$ cat config.mk
export PLATFORM = sky130hd
export DESIGN_NAME = far_ctrl
export DESIGN_NICKNAME = d
export VERILOG_FILES = /design/src/rtl/far_pkg.sv /design/src/rtl/far_ctrl.sv
export SDC_FILE = /design/constraint.sdc
export NUM_CORES = 1
export LEC_CHECK = 0
export ABC_CLOCK_PERIOD_IN_PS = 1800
export BUFFER_PORTS_ARGS = -buffer_cell sky130_fd_sc_hd__buf_2
export CAP_MARGIN = 20
export CORE_AREA = 2 2 48 61
export CTS_BUF_LIST = sky130_fd_sc_hd__clkbuf_8
export CTS_CLUSTER_DIAMETER = 30
export DETAILED_ROUTE_END_ITERATION = 10
export DIE_AREA = 0 0 50 63
export SLEW_MARGIN = 20
export SYNTH_ARGS = -nofsm -noshare
export SYNTH_HDL_FRONTEND = slang
export SYNTH_SLANG_ARGS = --single-unit
$ cat constraint.sdc
create_clock -name clk_i -period 1.8 [get_ports clk_i]
set_input_delay 0.18 -clock clk_i [delete_from_list [all_inputs] [get_ports clk_i]]
set_output_delay 0.18 -clock clk_i [all_outputs]
set_load 0.03 [all_outputs]
$ cat src/rtl/far_pkg.sv
// ----------------------------------------------------------------------------
// far_pkg
// Shared types and constants for the fraction arithmetic reduce block.
// ----------------------------------------------------------------------------
package far_pkg;

  localparam int unsigned InW  = 31;
  localparam int unsigned MagW = 62;
  localparam int unsigned NumW = 63;
  localparam int unsigned DenW = 61;
  localparam int unsigned CntW = 6;

  typedef enum logic [1:0] {
    OP_ADD = 2'd0,
    OP_SUB = 2'd1,
    OP_MUL = 2'd2,
    OP_DIV = 2'd3
  } op_e;

  // Commands from controller to datapath
  typedef struct packed {
    logic load_in;    // capture input operands
    logic mul_start;  // capture num/den for op from the products
    logic gcd_step;   // one Euclid remainder bit step
    logic gcd_swap;   // finish one remainder, swap pair
    logic div_init;   // start dividing num and den by gcd
    logic div_step;   // one quotient bit step
    logic out_load;   // form result into output register
    op_e  op;
  } far_cmd_t;

  // Status from datapath to controller
  typedef struct packed {
    logic special;    // zero den or zero num: no reduction needed
    logic b_zero;     // Euclid finished
  } far_sts_t;

endpackage

$ cat src/rtl/far_ctrl.sv
// ----------------------------------------------------------------------------
// far_ctrl
// Sequencer: for each of four operations it forms num and den from the
// products, runs the Euclid loop with a bit-serial remainder unit, divides
// both terms by the gcd bit-serially and loads the output register.
// ----------------------------------------------------------------------------
module far_ctrl (
  input  logic               clk_i,
  input  logic               rst_ni,
  input  logic               in_valid_i,
  output logic               in_ready_o,
  input  logic               out_busy_i,
  input  far_pkg::far_sts_t  sts_i,
  output far_pkg::far_cmd_t  cmd_o
);

  typedef enum logic [7:0] {
    ST_IDLE = 8'b0000_0001,
    ST_MUL  = 8'b0000_0010,
    ST_CHK  = 8'b0000_0100,
    ST_REM  = 8'b0000_1000,
    ST_SWP  = 8'b0001_0000,
    ST_DIV  = 8'b0010_0000,
    ST_QUO  = 8'b0100_0000,
    ST_OUT  = 8'b1000_0000
  } state_e;

  state_e                      state_q, state_d;
  logic [far_pkg::CntW-1:0]    cnt_q, cnt_d;
  far_pkg::op_e                op_q, op_d;

  always_ff @(posedge clk_i or negedge rst_ni) begin
    if (!rst_ni) begin
      state_q <= ST_IDLE;
      cnt_q   <= '0;
      op_q    <= far_pkg::OP_ADD;
    end else begin
      state_q <= state_d;
      cnt_q   <= cnt_d;
      op_q    <= op_d;
    end
  end

  assign in_ready_o = (state_q == ST_IDLE);

  // next state and commands
  always_comb begin
    state_d = state_q;
    cnt_d   = cnt_q;
    op_d    = op_q;
    cmd_o   = '0;
    cmd_o.op = op_q;
    case (state_q)
      ST_IDLE: begin
        if (in_valid_i) begin
          cmd_o.load_in = 1'b1;
          op_d    = far_pkg::OP_ADD;
          state_d = ST_MUL;
        end
      end
      ST_MUL: begin
        cmd_o.mul_start = 1'b1;
        state_d = ST_CHK;
      end
      ST_CHK: begin
        if (sts_i.special || sts_i.b_zero) begin
          state_d = ST_DIV;
        end else begin
          cnt_d   = '0;
          state_d = ST_REM;
        end
      end
      ST_REM: begin
        cmd_o.gcd_step = 1'b1;
        cnt_d = cnt_q + 1'b1;
        if (cnt_q == far_pkg::CntW'(far_pkg::MagW - 1)) state_d = ST_SWP;
      end
      ST_SWP: begin
        cmd_o.gcd_swap = 1'b1;
        state_d = ST_CHK;
      end
      ST_DIV: begin
        cmd_o.div_init = 1'b1;
        cnt_d   = '0;
        state_d = sts_i.special ? ST_OUT : ST_QUO;
      end
      ST_QUO: begin
        cmd_o.div_step = 1'b1;
        cnt_d = cnt_q + 1'b1;
        if (cnt_q == far_pkg::CntW'(far_pkg::MagW - 1)) state_d = ST_OUT;
      end
      ST_OUT: begin
        if (!out_busy_i) begin
          cmd_o.out_load = 1'b1;
          if (op_q == far_pkg::OP_DIV) begin
            state_d = ST_IDLE;
          end else begin
            op_d    = far_pkg::op_e'(op_q + 2'd1);
            state_d = ST_MUL;
          end
        end
      end
      default: state_d = ST_IDLE;
    endcase
  end

endmodule

==> qor.yml, run 1 <==
logic_synthesis:
  ys_types: 40
  async_flop_share_pct: 100.0
  syn_avg_cell_area_sq_um: 9.277
  yosysTopAreaCell: "dfrtp_1"
  ys.flop_type: "dfrtp_1"
  yosysTopAreaCellShare_pct: 36.45
  synth_common_cells: "15 x dfrtp_1, 9 x nor2_1, 8 x inv_1, 8 x o21ai_0, 5 x and3_1"
  synth_edf_count: 0
  yosysMostFrequentCell: "dfrtp_1"
  syn_nets: 120
  synth_cells: 111
  synth_warnings: 0
  synth_area_leaders: "dfrtp_1 36%, o21ai_0 3.9%, ha_1 3.6%"
  synth_area_sq_um: 1030
  yosysSeqAreaShare_pct: 39.00
  synth-seq-cells: 16
cells_and_area:
  final_cell_area_sq_um: 1600
  layout.cells.non_filler: 187
  antennaDiodeCount: 0
  area_delta_synth_final_pct: 55.41
  post_route_cells_drive_above_1_share_pct: 49.02
  nFillCells: 217
  nets: 163
  seq_area_sq_um: 404.1
  multi_input_area_sq_um: 733.2
pwr:
  p_leak_nw: 0.7312
  peakVddDrop_mv: 0.7186
  p_per_area_nw_per_um2: 1366
drt:
  drtAntennaViolNets: 0
  routed_via_density: 5.444
  drc: 0
  vias: 1018
  drtIter0Drc: 20
  drt_wl_total_mm: 2.801
  wl_per_cell_um: 14.98
  first_pass_iters: 4
timing:
  relSlewSlack_pct: 76.85
  finalSetupTns_ns: -1.631
  finalCriticalPeriod_ns: 2.055
  setup_violations: 17
  finalWorstSetupSlack_ns: -0.2553
  holdWs_ns: 0.1260
  rsz0062_at_grt: "yes"
  worst_pin_slew_ns: 0.3441
  finClkSkew_ns: 0.004579
  hold_viol: 0
  slew_violations: 0
  max_freq_ghz: 0.4865
  fin_crit_sh_pct: 114.2
global_routing:
  antenna_found_initial: 0
  grt_pass1_vias: 1060
  grt_pass1_wl_mm: 4.830
  grt_max_degree: 17
  grt_usage_pct: 20.03
  grt_overflow: 0
die:
  pin_count: 16
  initial_utilization_pct: 39.59
  coreArea_sq_um: 2601
  rows: 21
  die_w_um: 50
  die_h_um: 63
  fp.dieArea_sq_um: 3150
placement:
  dp_hpwl_mm: 1.956
  place_congestion: 0.8544
  placed_cells: 175
  dpl-instance-area_sq_um: 1321
  portBuffers: 15
clocking:
  clk_latency_ns: 0.25
  htree_num_levels: 1
  clockRootBuffer: "clkbuf_8"
  cts_buffers: 3
  cts_tree: "done"
  numClockSinks: 16
  clk_pin_slew_ns: 0.06
  clockBufferDepth: 2
worst_setup_path:
  startpoint_type: "register"
  worstPathArrival_ns: 1.88
  end_kind: "output port"
  crit_fanout: 3
  path_class: "reg2out"
  critical_path_required_ns: 1.62
flow_run:
  max_cap_violations: 0
run_status:
  status: "finished, violations left"
  violations: "setup timing"
worst_hold_path:
  hp-class: "in2reg"
## worst paths after layout
path                             from          to  slack (ns)  cells past startpoint
setup / recovery           state_q[1]    cmd_o[2]       -0.26                      4
hold / removal               sts_i[1]  state_q[6]        0.13                      2
setup reg to reg           state_q[1]     op_q[1]       -0.15                      6
hold reg to reg              cnt_q[0]    cnt_q[0]        0.55                      1
max in group asynchronous      rst_ni  state_q[0]        1.15                      2
min in group asynchronous      rst_ni    cnt_q[1]        0.35                      2
## final cells by class
class                   instances  area share [%]
clock inverters                 1          0.2346
repair buffers                 43           21.58
well taps                      34           2.658
multi-input cells              82           45.82
clock buffers                   3           2.580
flip-flops and latches         16           25.25
inverters                       8           1.876
## metrics by stage
step                util [%]  power, mW  setup slack, ns
floorplan                  -      1.238          -0.2566
global placement       50.79      1.548         -0.04488
detailed placement     50.79      1.561         -0.05984
CTS                    58.01      2.003          -0.2509
global route           61.52      2.356          -0.3219
finish                 61.52      2.186          -0.2553
## placed cells by master, fill, tap and decap left out, drive strengths merged, types with 4 or more instances in the layout
cell,synthesis,routed
buf,2,42
dfrtp,15,15
inv,8,9
nor2,9,9
o21ai,8,8
nor4,5,5
and3,5,5
nand2b,4,4
a21oi,4,4
## power by group
part	internal, mW	switching [mW]	leakage [nW]
clock network	0.151	0.118	0.0269
logic	0.671	0.667	0.495
registers	0.472	0.106	0.209
## state kept, by name, indices dropped and copies added, names as in the netlist
| signal | cells |
|---|---|
| state_q | 8 |
| cnt_q | 6 |
| op_q | 2 |
## metal layers
metal  vias up  track usage, %  share of wire [%]
met4         0           12.50                3.2
met2        23           35.36                 56
met3         9           2.871                3.1
met5         -               0                  0
li1        495               -                  -
met1       491           21.70                 38
## logic make-up (layout without fill, tap and decap cells)
logic type | Yosys count | count (layout) | share of synthesized area [%]
xor gates and xnor gates | 4 | 4 | 3.403
buffers and inverters | 13 | 55 | 6.197
and+or+nand+nor | 52 | 52 | 32.56
DFF | 16 | 16 | 39.00
adders and majority gates | 3 | 3 | 3.646
AOI/OAI and AO/OA | 23 | 23 | 15.19
## critical path: stages (launching register included)
cell and delay, ns:
dfrtp_1 0.37, or4_4 0.54, or2_4 0.26, nor4b_4 0.28
buf_6 0.17
## what timing repair did
action / 4_1_cts / 5_1_grt
setup buffers: 5 / 3
gates resized for setup: 25 / 16
cloned: 0 / 0
hold buffers: 1 / 0
hold endpoints to repair: 15 / 0
pin swaps: 6 / 6
endpoints found under the setup margin: 19 / 21
Power figures use the tool's default switching activity.
==> run 2: changes to the inputs <==
Settings changed: ABC_CLOCK_PERIOD_IN_PS 1800 to 2570.
Clock period 1.8 ns to 2.57 ns, I/O delays scaled along.
==> run 2 against run 1 <==
The flow now finishes without violations. Clock skew fell by 0.0016 ns. Combinational power fell by 65%. Sequential share of layout area rose by 8.4 points. Clock-buffer cell count rose by 1. Setup slack improved by 0.41 ns. Non-clock buffer count fell by 26. Utilization fell by 16 points. Clock power fell by 19%. Global-route usage fell by 3.8 points. Die area did not move. Via count fell by 12%.
==> qor.yml, run 2 (same netlist as run 1, synthesis figures left out) <==
run_status:
  status: "finished clean"  # was finished, violations left
die:
  rows: 21  # unchanged
  fp.dieArea_sq_um: 3150  # unchanged
  coreArea_sq_um: 2601  # unchanged
  die_w_um: 50  # unchanged
  die_h_um: 63  # unchanged
  initial_utilization_pct: 39.59  # unchanged
  pin_count: 16  # unchanged
worst_setup_path:
  crit_fanout: 8  # was 3
  critPathTopFamily: "simple AND/OR/NAND/NOR gates"  # unchanged
  startpoint_type: "register"  # unchanged
  end_kind: "output port"  # unchanged
  crit_buf_inv: 1  # unchanged
  critical_path_required_ns: 2.31  # was 1.62 ns
  worstPathArrival_ns: 2.15  # was 1.88 ns
  path_class: "reg2out"  # unchanged
  crit_chain: "or4_1, or2_2, nor4b_2, buf_2"  # was or4_4, or2_4, nor4b_4, buf_6
  max_stage_delay_ns: 0.67  # was 0.54 ns
  crit_slowest_cell: "or4_1"  # was or4_4
clocking:
  cts_setup_buffers: 0  # was 5
  cts_buffers: 3  # unchanged
  clockBufferDepth: 2  # unchanged
  cts_resized: 0  # was 25
  clk_latency_ns: 0.25  # about the same
  clockRootBuffer: "clkbuf_8"  # unchanged
  cts_hold_buf: 1  # unchanged
  numClockSinks: 16  # unchanged
  cts_tree: "done"  # unchanged
  htree_num_levels: 1  # unchanged
  clk_pin_slew_ns: 0.06  # about the same
cells_and_area:
  area_delta_synth_final_pct: 15.80  # was 55.41%
  largest_registers: "state_q: 8 flops, cnt_q: 6 flops, op_q: 2 flops"  # unchanged
  largest_reg_flops: 8  # unchanged
  antennaDiodeCount: 0  # unchanged
  seq_area_sq_um: 401.6  # was 404.1 sq um
  layout_common_cells: "15 x dfrtp_1, 15 x buf_2, 9 x nor2_1"  # was 25 x buf_4, 13 x dfrtp_1, 10 x buf_6
  multi_input_area_sq_um: 570.5  # was 733.2 sq um
  largest-register: "state_q"  # unchanged
  nets: 137  # was 163
  post_route_cells_drive_above_1_share_pct: 24.41  # was 49.02%
  nFillCells: 252  # was 217
timing:
  finClkSkew_ns: 0.003005  # was 0.004579 ns
  slew_violations: 0  # unchanged
  fin_crit_sh_pct: 93.82
  holdWs_ns: 0.2377  # was 0.1260 ns
  relSlewSlack_pct: 62.59  # was 76.85%
  hold_viol: 0  # unchanged
  finalWorstSetupSlack_ns: 0.1588  # was -0.2553 ns
  setup_violations: 0  # was 17
  worst_pin_slew_ns: 0.5560  # was 0.3441 ns
  rsz0062_at_grt: "no"  # was yes
  finalSetupTns_ns: 0  # was -1.631 ns
  finalCriticalPeriod_ns: 2.411
  max_freq_ghz: 0.4147
pwr:
  p_leak_nw: 0.5794  # was 0.7312 nW
  power_mw: 1.129  # was 2.186 mW
  p_per_area_nw_per_um2: 946.8  # was 1366 nW/um^2
  peakVddDrop_mv: 0.4859  # was 0.7186 mV
drt:
  drt-met1-wl_um: 960  # was 1.052 mm
  routed_via_density: 5.571  # was 5.444
  route.met3.wl_um: 66  # was 88 um
  wl_met2_mm: 1.232  # was 1.569 mm
  drtIter0Drc: 31  # was 20
  first_pass_iters: 4  # unchanged
  drc: 0  # unchanged
  drtAntennaViolNets: 0  # unchanged
  wl_per_cell_um: 14.16  # was 14.98 um
  maxUsedRoutingLayer: "met4"  # unchanged
  drt_wl_total_mm: 2.280  # was 2.801 mm
  vias: 897  # was 1018
placement:
  dp_hpwl_mm: 1.751  # was 1.956 mm
  place_congestion: 0.8126  # was 0.8544
  detailedPlace.worstSlack_ns: 0.4261  # was -0.05984 ns
  portBuffers: 15  # unchanged
global_routing:
  grt_overflow: 0  # unchanged
  grt_usage_pct: 16.23  # was 20.03%
  grt_max_degree: 17  # unchanged
  grt_pass1_vias: 873  # was 1060
  grt_pass1_wl_mm: 3.974  # was 4.830 mm
  antenna_found_initial: 0  # unchanged
flow_run:
  max_cap_violations: 0  # unchanged
worst_hold_path:
  hp-class: "in2reg"  # unchanged
## run 2: area by class of cell
class | instances | area share, %
Sequential cell | 16 | 33.68
Inverter | 8 | 2.518
Multi-Input combinational cell | 82 | 47.85
Clock buffer | 4 | 4.617
Tap cell | 34 | 3.568
Timing Repair Buffer | 17 | 7.765
## run 2: stage by stage
stage	instances	utilization, %	cell area (sq um)
floorplan	111	-	1036
global placement	156	43.34	1127
detailed placement	156	43.34	1127
CTS	161	45.84	1192
global route	161	45.84	1192
finish	161	45.84	1192
## run 2: worst paths after layout
check | start | end | cells after the start | slack, ns
max in group asynchronous | rst_ni | state_q[0] | 2 | 1.80
setup / recovery | state_q[2] | cmd_o[2] | 4 | 0.16
hold / removal | sts_i[1] | state_q[6] | 2 | 0.24
min in group asynchronous | rst_ni | cnt_q[2] | 2 | 0.46
hold reg to reg | cnt_q[0] | cnt_q[0] | 1 | 0.53
setup reg to reg | state_q[7] | cnt_q[1] | 4 | 0.48
## run 2: per-layer routing
layer,global-route usage (%),vias to the layer above
met5,0,-
met4,7.292,0
met3,1.435,2
met2,28.29,15
met1,19.73,439
li1,-,441
## run 2: power breakdown
group	total (mW)	switching (mW)	internal, mW
Clock	0.219	0.0834	0.136
Combinational	0.471	0.284	0.187
Sequential	0.439	0.109	0.330
